--- src/rtl/core/brs_pkg.sv ---
// Shared types, constants and codes for the bilinear RGB sampler.
// No dependencies.
`timescale 1ns / 1ps
package brs_pkg;
    localparam int MAX_WIDTH     = 256;
    localparam int MAX_HEIGHT    = 256;
    localparam int FRACTION_BITS = 8;
    localparam int CHANNEL_BITS  = 16;
    localparam int CFG_BITS      = 9;
    localparam int COORD_BITS    = 16;
    localparam int PIX_BITS      = 8;
    localparam int OUT_BITS      = 16;
    localparam int QUEUE_DEPTH   = 2;

    localparam logic OP_WRITE  = 1'b0;
    localparam logic OP_SAMPLE = 1'b1;

    localparam logic [0:0] REG_WIDTH  = 1'b0;
    localparam logic [0:0] REG_HEIGHT = 1'b1;
endpackage

--- src/rtl/core/brs_front.sv ---
// Front end: accepts items, clamps sample coordinates, forms the four neighbour addresses.
// Depends on brs_pkg.
`timescale 1ns / 1ps
module brs_front #(
    parameter int MAX_WIDTH     = brs_pkg::MAX_WIDTH,
    parameter int MAX_HEIGHT    = brs_pkg::MAX_HEIGHT,
    parameter int FRACTION_BITS = brs_pkg::FRACTION_BITS,
    parameter int CHANNEL_BITS  = brs_pkg::CHANNEL_BITS,
    localparam int XB = $clog2(MAX_WIDTH),
    localparam int YB = $clog2(MAX_HEIGHT),
    localparam int PW = 1 + XB + YB + 3*CHANNEL_BITS + 2*XB + 2*YB + 2*FRACTION_BITS + 2
) (
    input  logic                          i_clk,
    input  logic                          i_rst_n,
    input  logic                          i_valid,
    output logic                          o_ready,
    input  logic                          i_operation,
    input  logic [brs_pkg::PIX_BITS-1:0]  i_pixel_col,
    input  logic [brs_pkg::PIX_BITS-1:0]  i_pixel_row,
    input  logic [brs_pkg::OUT_BITS-1:0]  i_texel_red,
    input  logic [brs_pkg::OUT_BITS-1:0]  i_texel_green,
    input  logic [brs_pkg::OUT_BITS-1:0]  i_texel_blue,
    input  logic [brs_pkg::COORD_BITS-1:0] i_x_coord,
    input  logic [brs_pkg::COORD_BITS-1:0] i_y_coord,
    input  logic [brs_pkg::CFG_BITS-1:0]  i_width,
    input  logic [brs_pkg::CFG_BITS-1:0]  i_height,
    output logic                          o_valid,
    input  logic                          i_ready,
    output logic [PW-1:0]                 o_payload
);
    localparam int WB = (XB > YB ? XB : YB) + 2;
    localparam int IB = brs_pkg::COORD_BITS - FRACTION_BITS;
    localparam int CB = WB > IB ? WB : IB;

    logic [PW-1:0] r_q [brs_pkg::QUEUE_DEPTH];
    logic [1:0]    r_cnt;
    logic          r_rp, r_wp;
    logic [PW-1:0] n_item;
    logic          w_push, w_pop;

    logic [CB-1:0] w_w, w_h, w_xi, w_yi, w_x0, w_y0, w_x1, w_y1;
    logic          w_cx, w_cy;
    logic          w_wr_ok;
    logic [XB-1:0] w_wcol;
    logic [YB-1:0] w_wrow;

    always_comb begin
        w_w = CB'(i_width);
        if (i_width == '0) w_w = CB'(1);
        else if (CB'(i_width) > CB'(MAX_WIDTH)) w_w = CB'(MAX_WIDTH);
        w_h = CB'(i_height);
        if (i_height == '0) w_h = CB'(1);
        else if (CB'(i_height) > CB'(MAX_HEIGHT)) w_h = CB'(MAX_HEIGHT);
        w_xi = CB'(i_x_coord[brs_pkg::COORD_BITS-1:FRACTION_BITS]);
        w_yi = CB'(i_y_coord[brs_pkg::COORD_BITS-1:FRACTION_BITS]);
        w_cx = w_xi >= w_w;
        w_cy = w_yi >= w_h;
        w_x0 = w_cx ? w_w - CB'(1) : w_xi;
        w_y0 = w_cy ? w_h - CB'(1) : w_yi;
        w_x1 = (w_x0 + CB'(1) >= w_w) ? '0 : w_x0 + CB'(1);
        w_y1 = (w_y0 + CB'(1) >= w_h) ? w_h - CB'(1) : w_y0 + CB'(1);
        w_wr_ok = (32'(i_pixel_col) < MAX_WIDTH) && (32'(i_pixel_row) < MAX_HEIGHT);
        w_wcol = XB'(i_pixel_col);
        w_wrow = YB'(i_pixel_row);
        n_item = {i_operation == brs_pkg::OP_WRITE && w_wr_ok, w_wcol, w_wrow,
                  CHANNEL_BITS'(i_texel_red), CHANNEL_BITS'(i_texel_green),
                  CHANNEL_BITS'(i_texel_blue),
                  w_x0[XB-1:0], w_x1[XB-1:0], w_y0[YB-1:0], w_y1[YB-1:0],
                  i_x_coord[FRACTION_BITS-1:0], i_y_coord[FRACTION_BITS-1:0],
                  w_cx || w_cy, i_operation == brs_pkg::OP_SAMPLE};
    end

    assign o_ready   = r_cnt != 2'd2;
    assign o_valid   = r_cnt != 2'd0;
    assign o_payload = r_q[r_rp];
    assign w_push    = i_valid && o_ready;
    assign w_pop     = o_valid && i_ready;

    always_ff @(posedge i_clk) begin
        if (!i_rst_n) begin
            r_cnt <= '0;
            r_rp  <= 1'b0;
            r_wp  <= 1'b0;
        end else begin
            if (w_push) r_wp <= ~r_wp;
            if (w_pop) r_rp <= ~r_rp;
            r_cnt <= r_cnt + 2'(w_push) - 2'(w_pop);
        end
        if (w_push) r_q[r_wp] <= n_item;
    end
endmodule

--- config.mk ---
export PLATFORM = sky130hd
export DESIGN_NAME = brs_front
export DESIGN_NICKNAME = d
export VERILOG_FILES = /design/src/rtl/core/brs_pkg.sv /design/src/rtl/core/brs_front.sv
export SDC_FILE = /design/constraint.sdc
export NUM_CORES = 1
export LEC_CHECK = 0
export ABC_AREA = 1
export BUFFER_PORTS_ARGS = -buffer_cell sky130_fd_sc_hd__buf_2
export CORE_AREA = 5 5 166 168
export CTS_BUF_LIST = sky130_fd_sc_hd__clkbuf_8
export DETAILED_ROUTE_END_ITERATION = 6
export DIE_AREA = 0 0 171 173
export PLACE_DENSITY = 0.67
export SYNTH_ARGS = -nofsm -noshare
export SYNTH_HDL_FRONTEND = slang
export SYNTH_SLANG_ARGS = --single-unit
--- constraint.sdc ---
create_clock -name i_clk -period 7.95 [get_ports i_clk]
set_input_delay 1.1925 -clock i_clk [delete_from_list [all_inputs] [get_ports i_clk]]
set_output_delay 1.1925 -clock i_clk [all_outputs]
set_load 0.01 [all_outputs]
# Word-level counts from Yosys, hierarchy flattened
# Memory sizes are Yosys's and may differ from the RTL's. A register that Yosys moved wholly into a read port is not among the register bits.
# Cells that the tools add are included.
[totals] register_bits=4 mem_count=1 romBits=0 ramBits=230 latchBits=0
[op_classes] reduce_logical=6 n_eq_ne=1 addsub=6 muxes=12 mul=0 bitwise_logic=3 magnitude_cmp=6 shifts=0 div_mod_pow=0
[mem_list] name="r_q" words=2 width=115 rd=1 rd_ports_with_merged_regs=1 wr=1 line="brs_front.sv:35" source="logic [PW-1:0] r_q [brs_pkg::QUEUE_DEPTH];"
[ops] cell="$mux 10" n=3
[ops] cell="$mux 9" n=3
[ops] cell="$add 10x1->10 const B" n=2
[ops] cell="$ge 8x10->1" n=2
[ops] cell="$gt 9x9->1 const B" n=2
[ops] cell="$logic_not 9->1" n=2
[ops] cell="$mux 8" n=2
[ops] cell="$ge 10x10->1" n=1
[ops] cell="$ge 10x9->1" n=1
[ops] cell="$sub 10x1->10 const B" n=1
[ops] cell="$sub 9x1->10 const B" n=1
[ops] cell="$mux 1" n=4
[ops] cell="$not 1->1" n=3
[ops] cell="$add 2x1->2" n=1
[ops] cell="$logic_and 1x1->1" n=2
[ops] cell="$ne 2x2->1 const B" n=1
[ops] cell="$reduce_bool 2->1" n=1
[ops] cell="$sub 2x1->2" n=1
[ops] cell="$logic_or 1x1->1" n=1

# Longest topological paths before layout
[logic_depth] depth_word=8 mapped_depth=27

# Worst setup path before layout
# Ideal clock, no wire load.
[synth_timing] path_kind="input-to-reg" from="input i_valid" to="memory r_q[0][0] (netlist bit), enable pin" setup_time_ns=0.590 t_required_ns=7.360 path_stages=2 t_arrival_ns=6.087 slack_ns=1.273 path_cell_list="nand2_1 nor2_1"
[synth_between] elab_chain_cells=3
[synth_rtl] element="from (decl)" line="brs_front.sv:15" source="input logic i_valid,"
[synth_rtl] element="$logic_and 1x1->1" line="brs_front.sv:76" source="assign w_push = i_valid && o_ready;"
[synth_rtl] element="$mux 1" line="brs_front.sv:89" source="if (w_push) r_q[r_wp] <= n_item;"
[synth_rtl] element="$mux 1 (implied by the code)" line="brs_front.sv:89"
[synth_rtl] element="to (decl)" line="brs_front.sv:35"
# Every way passes these cells.

# Worst setup path after layout
[layout_timing] from="input i_height[3] (netlist bit)" to="memory r_q[1][20] (netlist bit), data pin"
[layout_between] elab_chain_cells=8 word_cells_on_any_way=10 classes_between="2 x add/sub; 3 x order compare; 4 x mux; 1 x reduce/logical"
[layout_rtl] element="from (decl)" line="brs_front.sv:26" source="input logic [brs_pkg::CFG_BITS-1:0] i_height,"
[layout_rtl] element="$gt 9x9->1" line="brs_front.sv:53" source="else if (CB'(i_height) > CB'(MAX_HEIGHT)) w_h = CB'(MAX_HEIGHT);"
[layout_rtl] element="$mux 9" line="brs_front.sv:53"
[layout_rtl] element="$mux 9 (*)" line="brs_front.sv:52" source="if (i_height == '0) w_h = CB'(1);"
[layout_rtl] element="$sub 9x1->10 or $ge 8x10->1 (tied branches)" line="brs_front.sv:61, brs_front.sv:57"
[layout_rtl] element="$mux 10 (*)" line="brs_front.sv:59" source="w_y0 = w_cy ? w_h - CB'(1) : w_yi;"
[layout_rtl] element="named net n_item[28]" line="brs_front.sv:38" source="logic [PW-1:0] n_item;"
[layout_rtl] element="$add 10x1->10 (*)" line="brs_front.sv:61" source="w_y1 = (w_y0 + CB'(1) >= w_h) ? w_h - CB'(1) : w_y0 + CB'(1);"
[layout_rtl] element="$ge 10x9->1" line="brs_front.sv:61"
[layout_rtl] element="$mux 8 (*)" line="brs_front.sv:61"
[layout_rtl] element="named net n_item[20]" line="brs_front.sv:38"
# Mark *: on every way through the listed nets, which the timed path passes. The rest lies on a longest branch.

==> impl_results.md <==
- Outcome: completed
- Initial antenna violation count: 1
- # Max-Cap Violations: 0
- Cell mode on critical path: sky130_fd_sc_hd__nand2_1
- Setup skew after layout: 0.0180 ns
- First-pass iteration count of the detailed router: 5
- Element type at the critical path end: register
- Synthesized area: 0.0106 sq mm
- Setup slack, reg-to-reg: 5.34 ns
- Layout Area Growth over Synthesis: 21.7%
- Tightest Pin Transition: 0.971 ns
- Synthesized net count: 918
- Post-CTS Setup Repair Bufs: 0
- Post-DR wirelength/cell: 16.6 um
- Fraction of layout cells with a size suffix above 1: 42.8%
- Dominant combinational cell family by area after synthesis: multiplexers
- Hold_ws: 0.458 ns
- Startpoint Class: input port
- Final-stage net count: 1184
- Fraction of the cycle the final worst path needs: 64.5%
- Number of global-route vias before repair: 6681
- Achievable clock frequency: 0.195 GHz
- Sequential-to-total area share from yosys stat: 65.9%
- Clock period minus final worst setup slack: 5.12 ns
- Switching part of the total: 30.3%
- CTS clk-pin slew, worst paths: 0.06 ns
- Standard-cell rows: 59
- Maximum buffer depth of the clock tree: 3
- Total of cells resized after clock tree synthesis: 0
- Chip height: 173 um
- Starting utilization of the core area: 41.2%
- Crit path required time: 8.18 ns
- Stage delay of the slowest cell on the critical path: 0.57 ns
- Overall global routing resource usage: 14.9%
- Total number of vias: 6737
- Crit path setup slack, layout: 2.83 ns
- Routed via count divided by cell count: 4.84
- Post-Synth XOR/XNOR Area: 0.659%
- Lkg Pwr: 5.29 nW
- Final weighted congestion in routability-driven placement: 0.862
- Number of enable flip-flop cells after synthesis: 230
- Number of standard cells after synthesis: 759
- Root buffer cell: sky130_fd_sc_hd__clkbuf_8
- Simple-Gate Fraction of Synth Area: 9.96%
- Internal Power: 2.54 mW
- Start point of the worst min-delay path: r_rp$_SDFFE_PN0P_
- Reg2reg end: r_q[0][101]$_DFFE_PP_
- Critical path data arrival time: 5.36 ns
- Clock latency on the worst-skew pair: 0.52 ns
- Distinct cell type count of the synthesized netlist: 41
- Overall die width: 171 um
- Adder and majority cell fraction of the synthesized area: 4.71%
- Startpoint of the most critical register-to-register path: r_cnt[0]$_SDFF_PN0_
- Clock network power share: 27.2%
- HPWL after detailed placement: 16.2 mm
- Total clock buffers created by CTS: 41
- Number of clock sinks seen by CTS: 235
- FF-to-FF path depth: 6
- Quantity of I/O buffers inserted on ports: 235
- Top_reg_cell synth: sky130_fd_sc_hd__edfxtp_1
- Global route overflow: 0
- Max_slew headroom: 35.3%
- DRT antenna net count: 0
- Post-Route Setup TNS: 0 ns
- Total of flip-flops plus latches after synthesis: 235
- Max H-tree Level: 2
- Hold bufs inserted after CTS: 0
- Share of synthesized flip-flops with an asynchronous set or reset: 0%
- TritonCTS clock tree: yes
- Crit Path Max Fanout: 10
- VDD IR-drop max: 0.143 mV
- Average instance area after synthesis: 14.0 sq um
- Wire length of the first global-routing pass: 35.4 mm
- Kind of critical path: input port to register
- Path type of the worst min-delay path: register to register
- Combinational fraction of design power: 26.5%
- Power share of the sequential group: 46.3%
- Total count of max-transition violations in the final report: 0
- Core area: 0.0258 sq mm
- Count of yosys warnings during synthesis: 0
- Power Dens Cells: 282 mW/mm^2
- Final number of hold-violating endpoints: 0
- Final WL: 23.1 mm
- Psw: 1.10 mW
- Setup violators final: 0
- Dpl ws: 2.27 ns
- Starting DRT DRC Count: 344
- Hold depth: 1
- Remaining design rule violation count: 0
- # IOs: 236
- Die Outline Area: 0.0296 sq mm
- Mux share of post-synthesis cell area: 12.2%
- Crit-path slowest cell: sky130_fd_sc_hd__a21boi_1
- Unrepaired setup endpoints after global routing: no
- Compound-Gate Fraction of Synth Area: 3.07%
- Pin count of the biggest net entering global routing: 72
==> routing by layer <==
metal / GRT usage, % / wire length, um / vias to the layer above
met3: 4.02 / 1950 / 40
li1: - / - / 3289
met5: 0 / 0 / -
met4: 4.06 / 407 / 0
met2: 23.8 / 10600 / 232
met1: 20.2 / 10200 / 3176
==> stage by stage <==
step / utilization [%] / total power, mW / instance area, sq um / instances
after detailed placement: 47.3 / 2.70 / 12200 / 1317
after CTS: 50.2 / 3.72 / 12900 / 1391
after global routing: 50.2 / 3.86 / 12900 / 1392
after floorplan: - / 2.33 / 10600 / 759
after global placement: 47.3 / 2.68 / 12200 / 1317
final: 50.2 / 3.65 / 12900 / 1392
==> state kept, by name (all words and copies together), names as in the netlist, named ones only <==
name and cells:
r_cnt 2, r_q 230, r_rp 1, r_wp 1
==> layout make-up <==
class / count / area [sq um]
Tap cell: 335 / 419
Clock buffer: 41 / 564
Timing Repair Buffer: 240 / 1210
Fill cell: 2246 / 12800
Multi-Input combinational cell: 433 / 3270
Sequential cell: 235 / 7010
Inverter: 74 / 278
Clock inverter: 33 / 179
Antenna cell: 1 / 2.50
==> worst max-delay path: cells and delay by family <==
kind,cells,cell delay (ns)
fa+ha+maj,2,0.59
simple gates,15,1.81
compound gates,5,1.15
buf+inv,4,0.64
==> worst max path at each step <==
stage	startpoint	end	slack, ns	cells after the start
6_report	i_height[3]	r_q[1][20]$_DFFE_PP_	2.83	26
5_1_grt	i_height[3]	r_q[1][20]$_DFFE_PP_	2.43	25
4_1_cts	i_width[1]	r_q[1][38]$_DFFE_PP_	2.85	22
3_5_place_dp	i_width[1]	r_q[1][38]$_DFFE_PP_	2.27	22
3_3_place_gp	i_width[1]	r_q[0][38]$_DFFE_PP_	2.29	22
2_1_floorplan	i_valid	r_q[0][0]$_DFFE_PP_	1.27	2
==> kinds of logic (layout without fill, tap and decap cells) <==
kind of cell / count (synthesis) / after routing
buffers and inverters: 91 / 388
DFF: 235 / 235
AOI/OAI and AO/OA: 51 / 51
and+or+nand+nor: 219 / 219
xor gates and xnor gates: 8 / 8
adders and majority gates: 40 / 40
other: 0 / 1
muxes: 115 / 115
==> cells in the mapped netlist, types with 2 or more instances <==
cell	count	area, sq um
sky130_fd_sc_hd__or2_2	3	18.8
sky130_fd_sc_hd__xnor2_1	3	26.3
sky130_fd_sc_hd__o21bai_1	3	22.5
sky130_fd_sc_hd__nand2_2	6	37.5
sky130_fd_sc_hd__edfxtp_1	230	6910
sky130_fd_sc_hd__xor2_1	5	43.8
sky130_fd_sc_hd__a21o_1	2	15.0
sky130_fd_sc_hd__inv_2	5	18.8
sky130_fd_sc_hd__ha_1	40	500
sky130_fd_sc_hd__nand3_1	28	140
sky130_fd_sc_hd__nor2_2	10	62.6
sky130_fd_sc_hd__nand2_1	101	379
sky130_fd_sc_hd__dfxtp_1	5	100
sky130_fd_sc_hd__a21oi_1	18	90.1
sky130_fd_sc_hd__nand2_4	2	22.5
sky130_fd_sc_hd__o211ai_1	2	15.0
sky130_fd_sc_hd__nand3_2	3	30.0
sky130_fd_sc_hd__nand4_1	16	100
sky130_fd_sc_hd__buf_2	3	15.0
sky130_fd_sc_hd__inv_1	69	259
sky130_fd_sc_hd__o21ai_1	4	20.0
sky130_fd_sc_hd__mux2_2	115	1290
sky130_fd_sc_hd__nand4_4	2	42.5
sky130_fd_sc_hd__and2_1	3	18.8
sky130_fd_sc_hd__a31oi_1	3	18.8
sky130_fd_sc_hd__clkbuf_1	10	37.5
sky130_fd_sc_hd__nor2_4	2	22.5
sky130_fd_sc_hd__o21ai_2	4	35.0
sky130_fd_sc_hd__buf_6	3	33.8
sky130_fd_sc_hd__o21ai_0	10	50.1
sky130_fd_sc_hd__nor3_1	2	10.0
sky130_fd_sc_hd__nor2_1	38	143
==> placed cells by master (no fill, tap or decap), types with 2 or more instances in the layout <==
cell type                    count
sky130_fd_sc_hd__buf_2         235
sky130_fd_sc_hd__edfxtp_1      230
sky130_fd_sc_hd__mux2_2        115
sky130_fd_sc_hd__nand2_1       101
sky130_fd_sc_hd__inv_1          79
sky130_fd_sc_hd__clkbuf_8       41
sky130_fd_sc_hd__ha_1           40
sky130_fd_sc_hd__nor2_1         36
sky130_fd_sc_hd__nand3_1        28
sky130_fd_sc_hd__a21oi_1        18
sky130_fd_sc_hd__nand4_1        16
sky130_fd_sc_hd__nor2_2         10
sky130_fd_sc_hd__o21ai_0        10
sky130_fd_sc_hd__clkinv_1       10
sky130_fd_sc_hd__clkinv_2        7
sky130_fd_sc_hd__nand2_2         6
sky130_fd_sc_hd__inv_2           5
sky130_fd_sc_hd__xor2_1          5
sky130_fd_sc_hd__buf_4           5
sky130_fd_sc_hd__o21ai_1         4
sky130_fd_sc_hd__nor2_4          4
sky130_fd_sc_hd__o21ai_2         4
sky130_fd_sc_hd__clkinvlp_4      4
sky130_fd_sc_hd__dfxtp_1         4
sky130_fd_sc_hd__xnor2_1         3
sky130_fd_sc_hd__and2_1          3
sky130_fd_sc_hd__o21bai_1        3
sky130_fd_sc_hd__nand3_2         3
sky130_fd_sc_hd__or2_2           3
sky130_fd_sc_hd__a31oi_1         3
sky130_fd_sc_hd__nand4_4         2
sky130_fd_sc_hd__o211ai_1        2
sky130_fd_sc_hd__nor3_1          2
sky130_fd_sc_hd__nand2_4         2
sky130_fd_sc_hd__a21o_1          2
==> power by group through the flow <==
stage | Combinational, mW | Sequential, mW | Clock [mW]
after floorplan | 0.640 | 1.69 | 0
after global placement | 0.976 | 1.70 | 0
after detailed placement | 0.980 | 1.72 | 0
after CTS | 0.987 | 1.69 | 1.04
after global routing | 1.06 | 1.70 | 1.10
final | 0.966 | 1.69 | 0.993
No activity file was read; power rests on OpenSTA's default activity.
